===== config.mk =====
export PLATFORM = sky130hd
export DESIGN_NAME = line_rasterizer_unit
export DESIGN_NICKNAME = d
export VERILOG_FILES = /design/src/hw/rtl/lr_pkg.sv /design/src/hw/rtl/line_rasterizer_unit.sv /design/src/hw/rtl/lr_front.sv /design/src/hw/rtl/lr_fifo.sv /design/src/hw/rtl/lr_back.sv
export SDC_FILE = /design/constraint.sdc
export NUM_CORES = 1
export LEC_CHECK = 0
export BUFFER_PORTS_ARGS = -buffer_cell sky130_fd_sc_hd__buf_2
export CAP_MARGIN = 20
export CELL_PAD_IN_SITES_DETAIL_PLACEMENT = 1
export CELL_PAD_IN_SITES_GLOBAL_PLACEMENT = 1
export CORE_UTILIZATION = 45
export DETAILED_ROUTE_END_ITERATION = 12
export HOLD_SLACK_MARGIN = 0.03
export PLACE_DENSITY = 0.76
export SLEW_MARGIN = 20
export SYNTH_ARGS = -nofsm -noshare
export SYNTH_HDL_FRONTEND = slang
export SYNTH_SLANG_ARGS = --single-unit
export TNS_END_PERCENT = 50

===== constraint.sdc =====
create_clock -name i_clk -period 8.85 [get_ports i_clk]
set_input_delay 0 -clock i_clk [delete_from_list [all_inputs] [get_ports i_clk]]
set_output_delay 0 -clock i_clk [all_outputs]
set_load 0.02 [all_outputs]

===== src/hw/rtl/lr_pkg.sv =====
// Shared constants for the line rasterizer.
package lr_pkg;

    localparam int unsigned COORD_BITS_DEF = 12;
    localparam int unsigned CANVAS_BITS    = 12;
    localparam int unsigned CFG_IDX_BITS   = 1;

    localparam logic [CANVAS_BITS-1:0] CANVAS_WIDTH_RST  = 12'd640;
    localparam logic [CANVAS_BITS-1:0] CANVAS_HEIGHT_RST = 12'd480;

    typedef enum logic [CFG_IDX_BITS-1:0] {
        CFG_CANVAS_WIDTH  = 1'b0,
        CFG_CANVAS_HEIGHT = 1'b1
    } t_cfg_idx;

    typedef enum logic {
        MODE_TICK = 1'b0,
        MODE_LOAD = 1'b1
    } t_mode;

endpackage


===== src/hw/rtl/line_rasterizer_unit.sv =====
// Line rasterizer top level: canvas registers, front end, queue and pixel stepper.
// A tick beat's pixel passes through the queue and the output register.
// One beat per cycle while the queue has room; one major step per cycle unless stalled.
// A load beat gives no pixel; a tick with no line in progress gives none.
// Reset (synchronous, active low) empties the queue, drops any line and
// returns the canvas to 640 by 480.
module line_rasterizer_unit
    import lr_pkg::*;
#(
    parameter int unsigned COORD_BITS = COORD_BITS_DEF
) (
    input  logic                                  i_clk,
    input  logic                                  i_rst_n,
    // start_x, start_y, end_x, end_y, zero pad
    input  logic [((4*COORD_BITS+7)/8)*8-1:0]     i_s_tdata,
    // mode
    input  logic                                  i_s_tuser,
    input  logic                                  i_s_tvalid,
    output logic                                  o_s_tready,
    // pixel_x, pixel_y, inside_res, all_inside, zero pad
    output logic [((2*COORD_BITS+2+7)/8)*8-1:0]   o_m_tdata,
    output logic                                  o_m_tlast,
    output logic                                  o_m_tvalid,
    input  logic                                  i_m_tready,
    input  logic                                  i_cfg_valid,
    output logic                                  o_cfg_ready,
    input  logic [CFG_IDX_BITS-1:0]               i_cfg_index,
    input  logic [CANVAS_BITS-1:0]                i_cfg_data
);

    localparam int unsigned C     = COORD_BITS;
    localparam int unsigned CMD_W = 5 * C + 6;
    localparam int unsigned OW    = ((2 * C + 2 + 7) / 8) * 8;

    logic [CANVAS_BITS-1:0] r_width, r_height;
    logic [CMD_W-1:0]       f_cmd, q_cmd;
    logic                   q_valid, q_ready;
    logic signed [C-1:0]    px, py;
    logic                   p_in, p_all;

    assign o_cfg_ready = 1'b1;

    always_ff @(posedge i_clk) begin
        if (!i_rst_n) begin
            r_width  <= CANVAS_WIDTH_RST;
            r_height <= CANVAS_HEIGHT_RST;
        end else if (i_cfg_valid) begin
            case (t_cfg_idx'(i_cfg_index))
                CFG_CANVAS_WIDTH:  r_width  <= i_cfg_data;
                CFG_CANVAS_HEIGHT: r_height <= i_cfg_data;
                default: ;
            endcase
        end
    end

    lr_front #(.COORD_BITS(C), .CMD_W(CMD_W)) u_front (
        .i_mode    (i_s_tuser),
        .i_start_x (i_s_tdata[C-1:0]),
        .i_start_y (i_s_tdata[2*C-1:C]),
        .i_end_x   (i_s_tdata[3*C-1:2*C]),
        .i_end_y   (i_s_tdata[4*C-1:3*C]),
        .o_cmd     (f_cmd)
    );

    lr_fifo #(.W(CMD_W)) u_fifo (
        .i_clk      (i_clk),
        .i_rst_n    (i_rst_n),
        .i_wr_valid (i_s_tvalid),
        .o_wr_ready (o_s_tready),
        .i_wr_data  (f_cmd),
        .o_rd_valid (q_valid),
        .i_rd_ready (q_ready),
        .o_rd_data  (q_cmd)
    );

    lr_back #(.COORD_BITS(C), .CMD_W(CMD_W)) u_back (
        .i_clk           (i_clk),
        .i_rst_n         (i_rst_n),
        .i_canvas_width  (r_width),
        .i_canvas_height (r_height),
        .i_cmd_valid     (q_valid),
        .o_cmd_ready     (q_ready),
        .i_cmd           (q_cmd),
        .o_valid         (o_m_tvalid),
        .i_ready         (i_m_tready),
        .o_pixel_x       (px),
        .o_pixel_y       (py),
        .o_inside_res    (p_in),
        .o_all_inside    (p_all),
        .o_last          (o_m_tlast)
    );

    assign o_m_tdata = OW'({p_all, p_in, py, px});

endmodule


===== src/hw/rtl/lr_front.sv =====
// Front end: classifies input beats and prepares line setup words.
module lr_front
    import lr_pkg::*;
#(
    parameter int unsigned COORD_BITS = COORD_BITS_DEF,
    parameter int unsigned CMD_W      = 5 * COORD_BITS + 6
) (
    input  logic                         i_mode,
    input  logic signed [COORD_BITS-1:0] i_start_x,
    input  logic signed [COORD_BITS-1:0] i_start_y,
    input  logic signed [COORD_BITS-1:0] i_end_x,
    input  logic signed [COORD_BITS-1:0] i_end_y,
    output logic [CMD_W-1:0]             o_cmd
);

    localparam int unsigned C = COORD_BITS;

    logic signed [C:0]   dx, dy, maj_d, min_d;
    logic [C:0]          adx, ady;
    logic                steep, swap, is_load;
    logic signed [C-1:0] a_s, a_e, b_s, b_e;
    logic signed [C-1:0] maj_s, maj_e, min_s, min_e;
    logic [C+1:0]        step2, span2;

    always_comb begin
        is_load = (t_mode'(i_mode) == MODE_LOAD);
        dx  = $signed({i_end_x[C-1], i_end_x}) - $signed({i_start_x[C-1], i_start_x});
        dy  = $signed({i_end_y[C-1], i_end_y}) - $signed({i_start_y[C-1], i_start_y});
        adx = dx[C] ? (~dx + 1'b1) : dx;
        ady = dy[C] ? (~dy + 1'b1) : dy;
        steep = (ady > adx);
        if (steep) begin
            a_s = i_start_y; a_e = i_end_y; b_s = i_start_x; b_e = i_end_x;
        end else begin
            a_s = i_start_x; a_e = i_end_x; b_s = i_start_y; b_e = i_end_y;
        end
        swap = !(a_s < a_e);
        maj_s = swap ? a_e : a_s;
        maj_e = swap ? a_s : a_e;
        min_s = swap ? b_e : b_s;
        min_e = swap ? b_s : b_e;
        maj_d = $signed({maj_e[C-1], maj_e}) - $signed({maj_s[C-1], maj_s});
        min_d = $signed({min_e[C-1], min_e}) - $signed({min_s[C-1], min_s});
        step2 = {min_d, 1'b0};
        span2 = {maj_d, 1'b0};
        if (is_load) begin
            o_cmd = {1'b1, steep, maj_s, maj_e, min_s, step2, span2};
        end else begin
            o_cmd = '0;
        end
    end

endmodule


===== src/hw/rtl/lr_fifo.sv =====
// Two-entry queue between front and back end.
module lr_fifo
    import lr_pkg::*;
#(
    parameter int unsigned W = 5 * COORD_BITS_DEF + 6
) (
    input  logic         i_clk,
    input  logic         i_rst_n,
    input  logic         i_wr_valid,
    output logic         o_wr_ready,
    input  logic [W-1:0] i_wr_data,
    output logic         o_rd_valid,
    input  logic         i_rd_ready,
    output logic [W-1:0] o_rd_data
);

    logic [W-1:0] r_mem [2];
    logic         r_wp, r_rp;
    logic [1:0]   r_cnt;
    logic         push, pop;

    assign o_wr_ready = (r_cnt != 2'd2);
    assign o_rd_valid = (r_cnt != 2'd0);
    assign o_rd_data  = r_mem[r_rp];
    assign push       = i_wr_valid && o_wr_ready;
    assign pop        = o_rd_valid && i_rd_ready;

    always_ff @(posedge i_clk) begin
        if (!i_rst_n) begin
            r_wp  <= 1'b0;
            r_rp  <= 1'b0;
            r_cnt <= 2'd0;
        end else begin
            if (push) r_wp <= ~r_wp;
            if (pop)  r_rp <= ~r_rp;
            r_cnt <= r_cnt + {1'b0, push} - {1'b0, pop};
        end
    end

    always_ff @(posedge i_clk) begin
        if (push) r_mem[r_wp] <= i_wr_data;
    end

endmodule


===== src/hw/rtl/lr_back.sv =====
// Back end: steps along the line with an incremental remainder and emits pixels.
module lr_back
    import lr_pkg::*;
#(
    parameter int unsigned COORD_BITS = COORD_BITS_DEF,
    parameter int unsigned CMD_W      = 5 * COORD_BITS + 6
) (
    input  logic                         i_clk,
    input  logic                         i_rst_n,
    input  logic [CANVAS_BITS-1:0]       i_canvas_width,
    input  logic [CANVAS_BITS-1:0]       i_canvas_height,
    input  logic                         i_cmd_valid,
    output logic                         o_cmd_ready,
    input  logic [CMD_W-1:0]             i_cmd,
    output logic                         o_valid,
    input  logic                         i_ready,
    output logic signed [COORD_BITS-1:0] o_pixel_x,
    output logic signed [COORD_BITS-1:0] o_pixel_y,
    output logic                         o_inside_res,
    output logic                         o_all_inside,
    output logic                         o_last
);

    localparam int unsigned C   = COORD_BITS;
    localparam int unsigned NW  = 2 * C + 3;
    localparam int unsigned CW  = ((C > CANVAS_BITS) ? C : CANVAS_BITS) + 1;

    // command fields
    logic                c_load, c_steep;
    logic signed [C-1:0] c_maj_s, c_maj_e, c_min_s;
    logic signed [C+1:0] c_step2;
    logic [C+1:0]        c_span2;

    // line state
    logic                r_active, r_steep, r_ok;
    logic signed [C-1:0] r_maj_pos, r_maj_end, r_min_base;
    logic signed [C+1:0] r_qf, r_step2;
    logic [C+1:0]        r_span2;
    logic signed [C+2:0] r_rf;
    logic signed [NW-1:0] r_num;

    // output register
    logic                r_ovalid, r_in, r_all, r_last;
    logic signed [C-1:0] r_px, r_py;

    logic                out_free, pop, emit, is_last, in_canvas;
    logic signed [C+1:0] q, minor_w;
    logic signed [C-1:0] minor, px, py;
    logic signed [C+2:0] rf_sum, span_e;
    logic [CW-1:0]       px_u, py_u, w_u, h_u;

    assign {c_load, c_steep, c_maj_s, c_maj_e, c_min_s, c_step2, c_span2} = i_cmd;

    always_comb begin
        out_free = !r_ovalid || i_ready;
        o_cmd_ready = c_load || !r_active || out_free;
        pop  = i_cmd_valid && o_cmd_ready;
        emit = pop && !c_load && r_active;

        q = r_qf + (((r_num < 0) && (r_rf != '0)) ? (C+2)'(1) : (C+2)'(0));
        minor_w = $signed({{2{r_min_base[C-1]}}, r_min_base}) + q;
        minor = minor_w[C-1:0];
        px = r_steep ? minor : r_maj_pos;
        py = r_steep ? r_maj_pos : minor;
        px_u = CW'($unsigned(px));
        py_u = CW'($unsigned(py));
        w_u  = CW'(i_canvas_width);
        h_u  = CW'(i_canvas_height);
        in_canvas = !px[C-1] && !py[C-1] && (px_u < w_u) && (py_u < h_u);
        is_last = (r_maj_pos >= r_maj_end);

        span_e = $signed({1'b0, r_span2});
        rf_sum = r_rf + $signed({r_step2[C+1], r_step2});
    end

    always_ff @(posedge i_clk) begin
        if (!i_rst_n) begin
            r_active <= 1'b0;
            r_ok     <= 1'b1;
            r_ovalid <= 1'b0;
        end else begin
            if (out_free) r_ovalid <= emit;
            if (pop && c_load) begin
                r_active <= 1'b1;
                r_ok     <= 1'b1;
            end else if (emit) begin
                r_ok <= r_ok && in_canvas;
                if (is_last) r_active <= 1'b0;
            end
        end
    end

    always_ff @(posedge i_clk) begin
        if (pop && c_load) begin
            r_steep    <= c_steep;
            r_maj_pos  <= c_maj_s;
            r_maj_end  <= c_maj_e;
            r_min_base <= c_min_s;
            r_step2    <= c_step2;
            r_span2    <= c_span2;
            r_qf       <= '0;
            r_rf       <= $signed({2'b00, c_span2[C+1:1]});
            r_num      <= $signed(NW'(c_span2[C+1:1]));
        end else if (emit && !is_last) begin
            r_maj_pos <= r_maj_pos + C'(1);
            r_num     <= r_num + NW'(r_step2);
            if (rf_sum >= span_e) begin
                r_rf <= rf_sum - span_e;
                r_qf <= r_qf + (C+2)'(1);
            end else if (rf_sum < 0) begin
                r_rf <= rf_sum + span_e;
                r_qf <= r_qf - (C+2)'(1);
            end else begin
                r_rf <= rf_sum;
            end
        end
        if (emit && out_free) begin
            r_px   <= px;
            r_py   <= py;
            r_in   <= in_canvas;
            r_all  <= r_ok && in_canvas;
            r_last <= is_last;
        end
    end

    assign o_valid      = r_ovalid;
    assign o_pixel_x    = r_px;
    assign o_pixel_y    = r_py;
    assign o_inside_res = r_in;
    assign o_all_inside = r_all;
    assign o_last       = r_last;

endmodule


## Yosys cells after proc, flatten, opt, wreduce, memory -nomap -nowiden

Memories as Yosys holds them, arrays and structs flattened. A register that Yosys moved wholly into a read port is not among the register bits.
Index checks and enable logic that the tools add are counted.

- Flip-flop bits (word level): 179
- Memory bits (writable): 132
- Input bits: 67
- Output and inout port bits: 36
- Word-level logic and storage cells: 120
- Memories: 1

- Add/sub/neg operators: 17
- Order comparisons: 8
- Equal/unequal tests: 1
- Mux-type cells: 31
- Bitwise gates (word level): 6
- Reductions and logical operators: 32

Memories:

| name | words | width | read ports | clocked after Yosys merged registers in | write ports | RTL line | source |
|---|---|---|---|---|---|---|---|
| u_fifo.r_mem | 2 | 66 | 1 | 1 | 1 | lr_fifo.sv:17 | `logic [W-1:0] r_mem [2];` |

Operators by type and width:

| kind | number |
|---|---|
| 12-bit 2-to-1 mux | 12 |
| 13-bit 2-to-1 mux | 6 |
| 66-bit 2-to-1 mux | 1 |
| 12-bit by 12-bit subtractor with 13-bit output | 4 |
| 12-bit less-than comparator | 3 |
| 15-bit 2-to-1 mux | 2 |
| 14-bit 2-to-1 mux | 2 |
| 27-bit by 14-bit adder with 27-bit output | 1 |
| 27-bit by 1-bit less-than comparator with 1-bit output, second input constant | 1 |
| 13-bit by 1-bit adder with 13-bit output, second input constant | 2 |
| 13-bit inverter | 2 |
| 12-bit adder | 2 |
| 15-bit by 14-bit adder with 15-bit output | 1 |
| 15-bit adder | 1 |
| 15-bit >= comparator | 1 |
| 15-bit by 1-bit less-than comparator with 1-bit output, second input constant | 1 |
| 15-bit nonzero test | 1 |
| 15-bit subtractor | 1 |
| 14-bit by 2-bit adder with 14-bit output, second input constant | 1 |
| 14-bit by 2-bit subtractor with 14-bit output, second input constant | 1 |
| 13-bit greater-than comparator | 1 |
| 12-bit by 2-bit adder with 12-bit output, second input constant | 1 |
| 12-bit >= comparator | 1 |
| 1-bit logical AND | 12 |
| 10 further kinds | 34 |

## Depth between registers and ports, before layout

Gate-level depths: netlist (run 1).

- Depth after elaboration: 11
- Depth in mapped cells: 50

## Cells and area by module

From an unflattened synthesis (run 1), not the netlist that was laid out.

- Cells, all modules: 2273
- Area total of the unflattened synthesis: 22054.9 um^2

Modules (own cells, without submodules):

| module | instances | cells each | area an instance (um^2) | seq. area each (um^2) |
|---|---|---|---|---|
| lr_back | 1 | 1142 | 10831.6 | 4164.0 |
| lr_fifo | 1 | 229 | 5157.4 | 4063.9 |
| lr_front | 1 | 791 | 5021.1 | 0.0 |
| line_rasterizer_unit | 1 | 111 | 1044.8 | 480.5 |

## Worst setup path after synthesis (run 1)

OpenSTA, ideal clock, no wires.

- Path kind: input to register
- Start point: input i_s_tdata[2]
- End point: memory u_fifo.r_mem[0][27] in the netlist's numbering (data pin)
- Setup time: 0.192 ns
- Arrival time: 8.691 ns
- Data required time: 8.658 ns
- Path slack: -0.033 ns
- Stages on the path: 46
- Path buffers: 8
- Cells stage by stage: inv_1 > ha_1 > nor2b_1 > o21ai_0 > a21boi_0 > o21ai_0 > a21o_1 > a21boi_0 > o21ai_0 > a21oi_1 > o31ai_1 > clkbuf_1 > o21ai_0 > xor2_1 > ha_1 > and3_1 > o21ai_2 > a311oi_2 > [10 not listed] > a221oi_1 > o21ai_1 > o22a_1 > o21ai_1 > buf_4 > clkbuf_1 > buf_1 > mux2i_1 > ha_1 > nor2b_1 > o21ai_0 > nand2b_1 > a221o_1 > a211oi_2 > nor2_1 > o21a_1 > o21a_1 > o41ai_2

- Longest elaborated chain between the ends: 10
- Elaborated cells on any way between the ends: 14

Ends and longest elaborated chain:

| element | RTL line | source |
|---|---|---|
| start, declared | line_rasterizer_unit.sv:15 | `input logic [((4*COORD_BITS+7)/8)*8-1:0] i_s_tdata,` |
| 12-bit by 12-bit subtractor with 13-bit output | lr_front.sv:27 | `dx = $signed({i_end_x[C-1], i_end_x}) - $signed({i_start_x[C-1], i_start_x});` |
| 13-bit inverter | lr_front.sv:29 | `adx = dx[C] ? (~dx + 1'b1) : dx;` |
| 13-bit by 1-bit adder with 13-bit output | lr_front.sv:29 |  |
| 13-bit 2-to-1 mux | lr_front.sv:29 |  |
| 13-bit greater-than comparator | lr_front.sv:31 | `steep = (ady > adx);` |
| 12-bit 2-to-1 mux | lr_front.sv:32 | `if (steep) begin` |
| 12-bit less-than comparator | lr_front.sv:37 | `swap = !(a_s < a_e);` |
| 12-bit 2-to-1 mux, on equally long branches | lr_front.sv:41, lr_front.sv:40 |  |
| 12-bit by 12-bit subtractor with 13-bit output * | lr_front.sv:43 | `min_d = $signed({min_e[C-1], min_e}) - $signed({min_s[C-1], min_s});` |
| 66-bit 2-to-1 mux * | lr_front.sv:46 | `if (is_load) begin` |
| via f_cmd[27] | line_rasterizer_unit.sv:36 | `logic [CMD_W-1:0] f_cmd, q_cmd;` |
| end, declared | lr_fifo.sv:17 |  |

The timed path passes the listed nets; every way through them passes the cells marked *.

## Final worst setup path (run 1)

- Start point: input i_s_tdata[24]
- End point: memory u_fifo.r_mem[0][27] in the netlist's numbering (data pin)

Same word-level chain as after synthesis.

==> results by group, run 1 <==
Cells and area
  – Utilization after layout: 51.3%
  – Area grow syn2layout: 12.7%
  – Proportion of layout cells with a drive suffix above 1: 11.9%
  – Sequential cell area: 8500 um2
  – Multi-input logic area: 11,200 um2
  – # fillers: 5,062
  – Nets: 2,505

Worst setup path
  – Top delay family on crit path: compound AO/OA/AOI/OAI gates
  – Critical Path RT: 9.15 ns
  – Setup crit end kind: flop
  – Cell mode on critical path: ha_1
  – Worst path max stage delay: 0.41 ns
  – Slowest CP cell: fa_1
  – Max Fanout on Critical Path: 34
  – WP data arrival: 8.58 ns
  – Crit path launch type: primary input
  – Crit path kind: in2reg
  – Bufs and invs on worst path: 5

Clock network
  – CTS tree: yes
  – CTS H-tree depth: 2
  – Root buf cell: clkbuf_16
  – Clk sinks: 303
  – Worst-skew pair later-pin latency: 0.53 ns
  – Worst-path clk slew: 0.06 ns
  – CTS Buffer Depth: 3
  – CTS Buf Count: 34

Yosys
  – Yosys Warn Count: 0
  – Flops & latches, synth: 303
  – Cell accounting for the most synthesized area: edfxtp_1
  – Post-Synthesis Cell Area: 20,600 um2
  – EDFF count, synth: 243
  – Mean Syn Cell Area: 9.69 um2
  – Mapped Cells: 2,125
  – Dominant synthesized flop cell: edfxtp_1
  – Sequential area share after synthesis: 41.3%
  – Post-synth top area share: 35.4%
  – Top cells by area, synth: edfxtp_1 35%, ha_1 11%, dfxtp_1 5.8%
  – Cell variety after synth: 78
  – Async set or reset register ratio after synthesis: 0%

Global routing
  – Vias in the first global route: 17,154
  – Overall global routing resource usage: 24.6%
  – Initial antenna violation count: 0
  – First-pass GRT wire length: 91,300 um
  – Largest net degree at the start of global routing: 72
  – Grt total ovfl: 0

Floorplanning
  – Die Area: 46,600 um2
  – Die Y: 216 um
  – Row count: 78
  – Io pins: 103
  – Chip Width: 216 um
  – Starting Density: 45.5%
  – Core area: 45,300 um2

Timing
  – Slew Limit Fails: 0
  – Setup-failing EPs final: 0
  – Final TNS setup: 0 ns
  – Final Hold Viols: 0
  – F_max: 121 MHz
  – RSZ-0062 raised after global routing: no
  – Final min period: 8.28 ns
  – Fin Clk Skew: 0.0257 ns
  – Worst-margin pin slew: 0.940 ns
  – Fin crit share: 93.5%
  – Slew Limit Headroom: 35.7%

Run
  – Max-cap violations: 0

Min path
  – Hold crit path type: in2reg

Drt
  – DR vias: 16,092
  – Final antenna-violating net count: 0
  – Via density: 5.61
  – Final WL: 57,700 um
  – DRC viols: 2
  – Drt wl/cell: 20.1 um
  – Initial DRC count: 888
  – Drt pass-1 iters: 9

Placed design
  – Post-DP HPWL: 43,300 um
  – PortBufs: 95
  – RD Place Congestion: 0.918

Run status
  – Failing checks: design-rule violations
  – Status: complete, but fails checks
==> timing repair <==
| item | 4_1_cts | 5_1_grt |
|---|---|---|
| setup endpoints to repair | 0 | 8 |
| gates resized for setup | 0 | 3 |
| hold endpoints to repair | 33 | 8 |
| hold buffers | 23 | 1 |
| buffers inserted | 0 | 2 |
==> worst min-delay path, cell delays in order <==
cell and delay, ns:
buf_2 0.10, nand2_1 0.20, nand2_1 0.12, a21boi_0 0.07
==> final cells by class <==
cell class | count | area share [%]
tap | 600 | 3.23
multi-input combinational | 1587 | 48.1
antenna | 1 | 0.0108
clock buffer | 48 | 4.30
inverter | 157 | 2.55
sequential | 303 | 36.6
timing repair buffer | 159 | 4.58
clock inverter | 14 | 0.609
==> through the flow <==
| step | hold slack, ns | std cells | setup WS (ns) | area (um2) |
|---|---|---|---|---|
| after global placement | 0.245 | 2779 | 0.361 | 21800 |
| after floorplan | 0.0989 | 2130 | 0.0127 | 20600 |
| final | 0.0398 | 2869 | 0.573 | 23200 |
| after detailed placement | 0.261 | 2779 | 0.0378 | 21800 |
| after CTS | 0.0330 | 2864 | 0.535 | 23100 |
| after global routing | 0.0723 | 2868 | 0.0145 | 23200 |
==> cells by family after synthesis <==
logic type / share of synthesized area (%)
AO/OA/AOI/OAI: 13.5
XOR/XNOR: 5.23
AND/OR/NAND/NOR: 14.8
adder cells (fa/ha/maj): 12.3
multiplexers: 8.15
flip-flops: 41.3
other: 0.0365
buffers and inverters: 4.72
==> synthesized netlist by cell type, drive strengths merged, types with 7 or more instances <==
cell type  number
a211oi         18
a21boi         33
a21o           32
a21oi         129
a31oi          13
and2           17
and3           30
buf            43
clkbuf         40
dfxtp          60
edfxtp        243
fa             10
ha            186
inv           157
mux2           61
mux2i          99
nand2         224
nand2b         18
nand3          31
nand4          12
nor2          211
nor2b          42
nor3           42
nor4            7
o211ai          8
o21a           25
o21ai          94
o21bai         17
o311ai          7
o31ai           9
o41ai           8
or3            10
xnor2          77
xor2           46
==> per-layer routing <==
metal / part of all wire, % / vias up / track usage, %
met2: 49 / 287 / 43.6
met5: 0 / - / 0
li1: - / 7786 / -
met1: 45 / 7931 / 31.5
met3: 2.9 / 88 / 2.27
met4: 2.7 / 0 / 7.44
==> final timing paths <==
kind                                 startpoint                       endpoint  slack, ns  cells after the start
setup reg to reg       u_back.r_rf[1]$_DFFE_PP_   u_back.r_qf[10]$_SDFFE_PP0P_       1.50                     29
setup / recovery                  i_s_tdata[24]  u_fifo.r_mem[0][27]$_DFFE_PP_       0.57                     40
hold reg to reg   u_back.r_num[17]$_SDFFE_PP0P_  u_back.r_num[17]$_SDFFE_PP0P_       0.46                      2
hold / removal                      i_cfg_valid       r_height[4]$_SDFFE_PN0P_       0.04                      4
==> registers in the layout, summed over array words and instances, names as in the netlist, 2 cells and up, named ones only <==
| signal | count |
|---|---|
| r_height | 12 |
| u_back.r_span2 | 13 |
| u_back.r_qf | 12 |
| u_back.r_min_base | 12 |
| r_width | 12 |
| u_back.r_num | 26 |
| u_fifo.r_cnt | 2 |
| u_back.r_rf | 15 |
| u_back.o_pixel_x | 12 |
| u_back.r_maj_pos | 12 |
| u_back.r_step2 | 13 |
| u_back.r_maj_end | 12 |
| u_back.o_pixel_y | 12 |
| u_fifo.r_mem | 128 |
==> cell usage in the layout (no fill, tap or decap), types with 29 or more instances in the layout <==
master	instances
edfxtp_1	243
nand2_1	224
nor2_1	208
ha_1	186
inv_1	155
a21oi_1	127
mux2i_1	99
buf_2	95
xnor2_1	77
o21ai_0	76
mux2_2	60
dfxtp_1	59
xor2_1	46
nor3_1	42
nor2b_1	41
clkbuf_16	38
buf_4	36
a21o_1	32
nand3_1	31
and3_1	29
Power of run 1 is not shown: default switching activity piles up to over one toggle a cycle in this logic, so the estimate is an artifact.
==> run 2, diff against run 1 <==
--- a/config.mk
+++ b/config.mk
@@ -5,7 +5,7 @@
 export SDC_FILE = /design/constraint.sdc
 export NUM_CORES = 1
 export LEC_CHECK = 0
-export BUFFER_PORTS_ARGS = -buffer_cell sky130_fd_sc_hd__buf_2
+export BUFFER_PORTS_ARGS = -buffer_cell sky130_fd_sc_hd__buf_4
 export CAP_MARGIN = 20
 export CELL_PAD_IN_SITES_DETAIL_PLACEMENT = 1
 export CELL_PAD_IN_SITES_GLOBAL_PLACEMENT = 1
==> results by group, run 2 (same netlist as run 1, synthesis figures left out) <==
Cells and area
  – Utilization after layout: 52.3%
  – # fillers: 5,160
  – Max reg flops: 128
  – Top Registers: u_fifo.r_mem (128), u_back.r_num (26), u_back.r_rf (15)
  – Commonest non-fill, non-tap cells in the layout: 243 x edfxtp_1, 224 x nand2_1, 208 x nor2_1
  – Diode count: 0
  – Nets: 2,540
  – Proportion of layout cells with a drive suffix above 1: 13.1%
  – Top reg by flops: u_fifo.r_mem
  – Area grow syn2layout: 15.0%
  – Commonest non-fill, non-tap cell in the layout: edfxtp_1

Floorplanning
  – Die Area: 46,600 um2
  – Chip Width: 216 um
  – Starting Density: 45.5%
  – Io pins: 103
  – Core area: 45,300 um2
  – Die Y: 216 um
  – Row count: 78

Drt
  – DR vias: 16,194
  – Final WL: 58,600 um
  – Drt pass-1 iters: 11
  – Drt wl/cell: 20.2 um
  – Initial DRC count: 811
  – DRC viols: 1
  – Final antenna-violating net count: 0
  – Via density: 5.58

Timing
  – Slew Limit Fails: 0
  – Slew Limit Headroom: 35.1%
  – Final Worst Setup Slack: 0.500 ns
  – Worst-margin pin slew: 0.974 ns
  – Fin crit share: 94.4%
  – Fin Clk Skew: 0.0171 ns
  – Final min period: 8.35 ns
  – F_max: 120 MHz
  – Final Hold Viols: 0
  – Setup-failing EPs final: 0

Worst setup path
  – Max Fanout on Critical Path: 25
  – Setup crit end kind: flop
  – Worst setup startpoint: i_s_tdata[1]
  – Reg2reg start: u_back.r_rf[1]$_DFFE_PP_
  – Worst path max stage delay: 0.54 ns
  – Crit path launch type: primary input
  – Critical Path RT: 9.20 ns
  – Slowest CP cell: or4_1
  – Crit path kind: in2reg
  – Internal reg-to-reg setup slack: 1.60 ns
  – RR Endpoint: u_back.r_qf[10]$_SDFFE_PP0P_
  – WP data arrival: 8.70 ns
  – R2R depth: 30
  – Crit path to: u_fifo.r_mem[0][27]$_DFFE_PP_

Global routing
  – Grt total ovfl: 0
  – Overall global routing resource usage: 25.0%
  – First-pass GRT wire length: 92,300 um
  – Vias in the first global route: 17,210
  – Largest net degree at the start of global routing: 70
  – Initial antenna violation count: 1

Clock network
  – CTS H-tree depth: 2
  – Worst-skew pair later-pin latency: 0.55 ns
  – Root buf cell: clkbuf_16
  – Clk sinks: 303
  – Worst-path clk slew: 0.06 ns
  – CTS Buffer Depth: 3
  – CTS Buf Count: 36
  – CTS tree: yes

Run status
  – Status: complete, but fails checks
  – Failing checks: design-rule violations

Placed design
  – Pre-CTS WS: -0.870 ns
  – Post-DP HPWL: 44,400 um
  – RD Place Congestion: 0.882
  – PortBufs: 95

Run
  – Max-cap violations: 0

Min path
  – Hold crit path type: in2reg
## run 2: cell types whose count changed in the layout (fill, tap and decap cells not counted), moves of 2 or more
cell / before / now
buf_2: 95 / 0
buf_4: 36 / 156
bufinv_16: 3 / 1
clkbuf_8: 3 / 0
clkinv_2: 2 / 6
dlygate4sd3_1: 24 / 32
inv_6: 0 / 3
## run 2: routing by layer
metal  routed length (um)  track usage, %
met1                26100            31.6
met2                28800            43.8
met3                 1800            2.90
met4                 1930            9.46
met5                   10               0
## run 2: through the flow
stage	instances	TNS (ns)	instance area (um2)	hold WS, ns
floorplan	2130	0	20600	0.0989
global placement	2801	-4.21	22200	0.235
detailed placement	2801	-15.03	22200	0.243
CTS	2897	0	23600	0.0632
global route	2903	-0.0912	23700	0.117
finish	2903	0	23700	0.0827
## run 2: worst max-delay path: cells and delay by family
family	cells	cell delay [ns]
xor+xnor	2	0.36
simple gates	14	2.29
fa+ha+maj	5	1.21
buf+inv	7	1.21
compound gates	16	3.58
## run 2: worst min-delay path by stage
stage,startpoint,endpoint,cells after the start
4_1_cts,i_s_tdata[40],u_fifo.r_mem[1][44]$_DFFE_PP_,4
5_1_grt,i_s_tdata[39],u_fifo.r_mem[0][43]$_DFFE_PP_,4
6_report,i_s_tdata[40],u_fifo.r_mem[0][44]$_DFFE_PP_,4
2_1_floorplan,i_s_tuser,u_fifo.r_mem[0][65]$_DFFE_PP_,0
3_5_place_dp,i_cfg_data[6],r_height[6]$_SDFFE_PN1P_,3
3_3_place_gp,i_cfg_data[8],r_height[8]$_SDFFE_PN1P_,3
## run 2: cell type report
type	instances	area (um2)	area share, %
tap	600	751	3.17
multi-input combinational	1587	11200	47.2
clock buffer	44	952	4.02
timing repair buffer	192	1560	6.60
sequential	303	8500	35.9
clock inverter	20	133	0.560
inverter	157	592	2.50
## run 2: repair_timing
action                     in CTS  in global routing
resized for setup               1                  6
hold buffers                   32                  0
setup buffers                   0                  6
pin swaps                       0                  3
hold endpoints to repair       40                  0
setup endpoints to repair      12                 30
Power of run 2 is left out for the same reason.
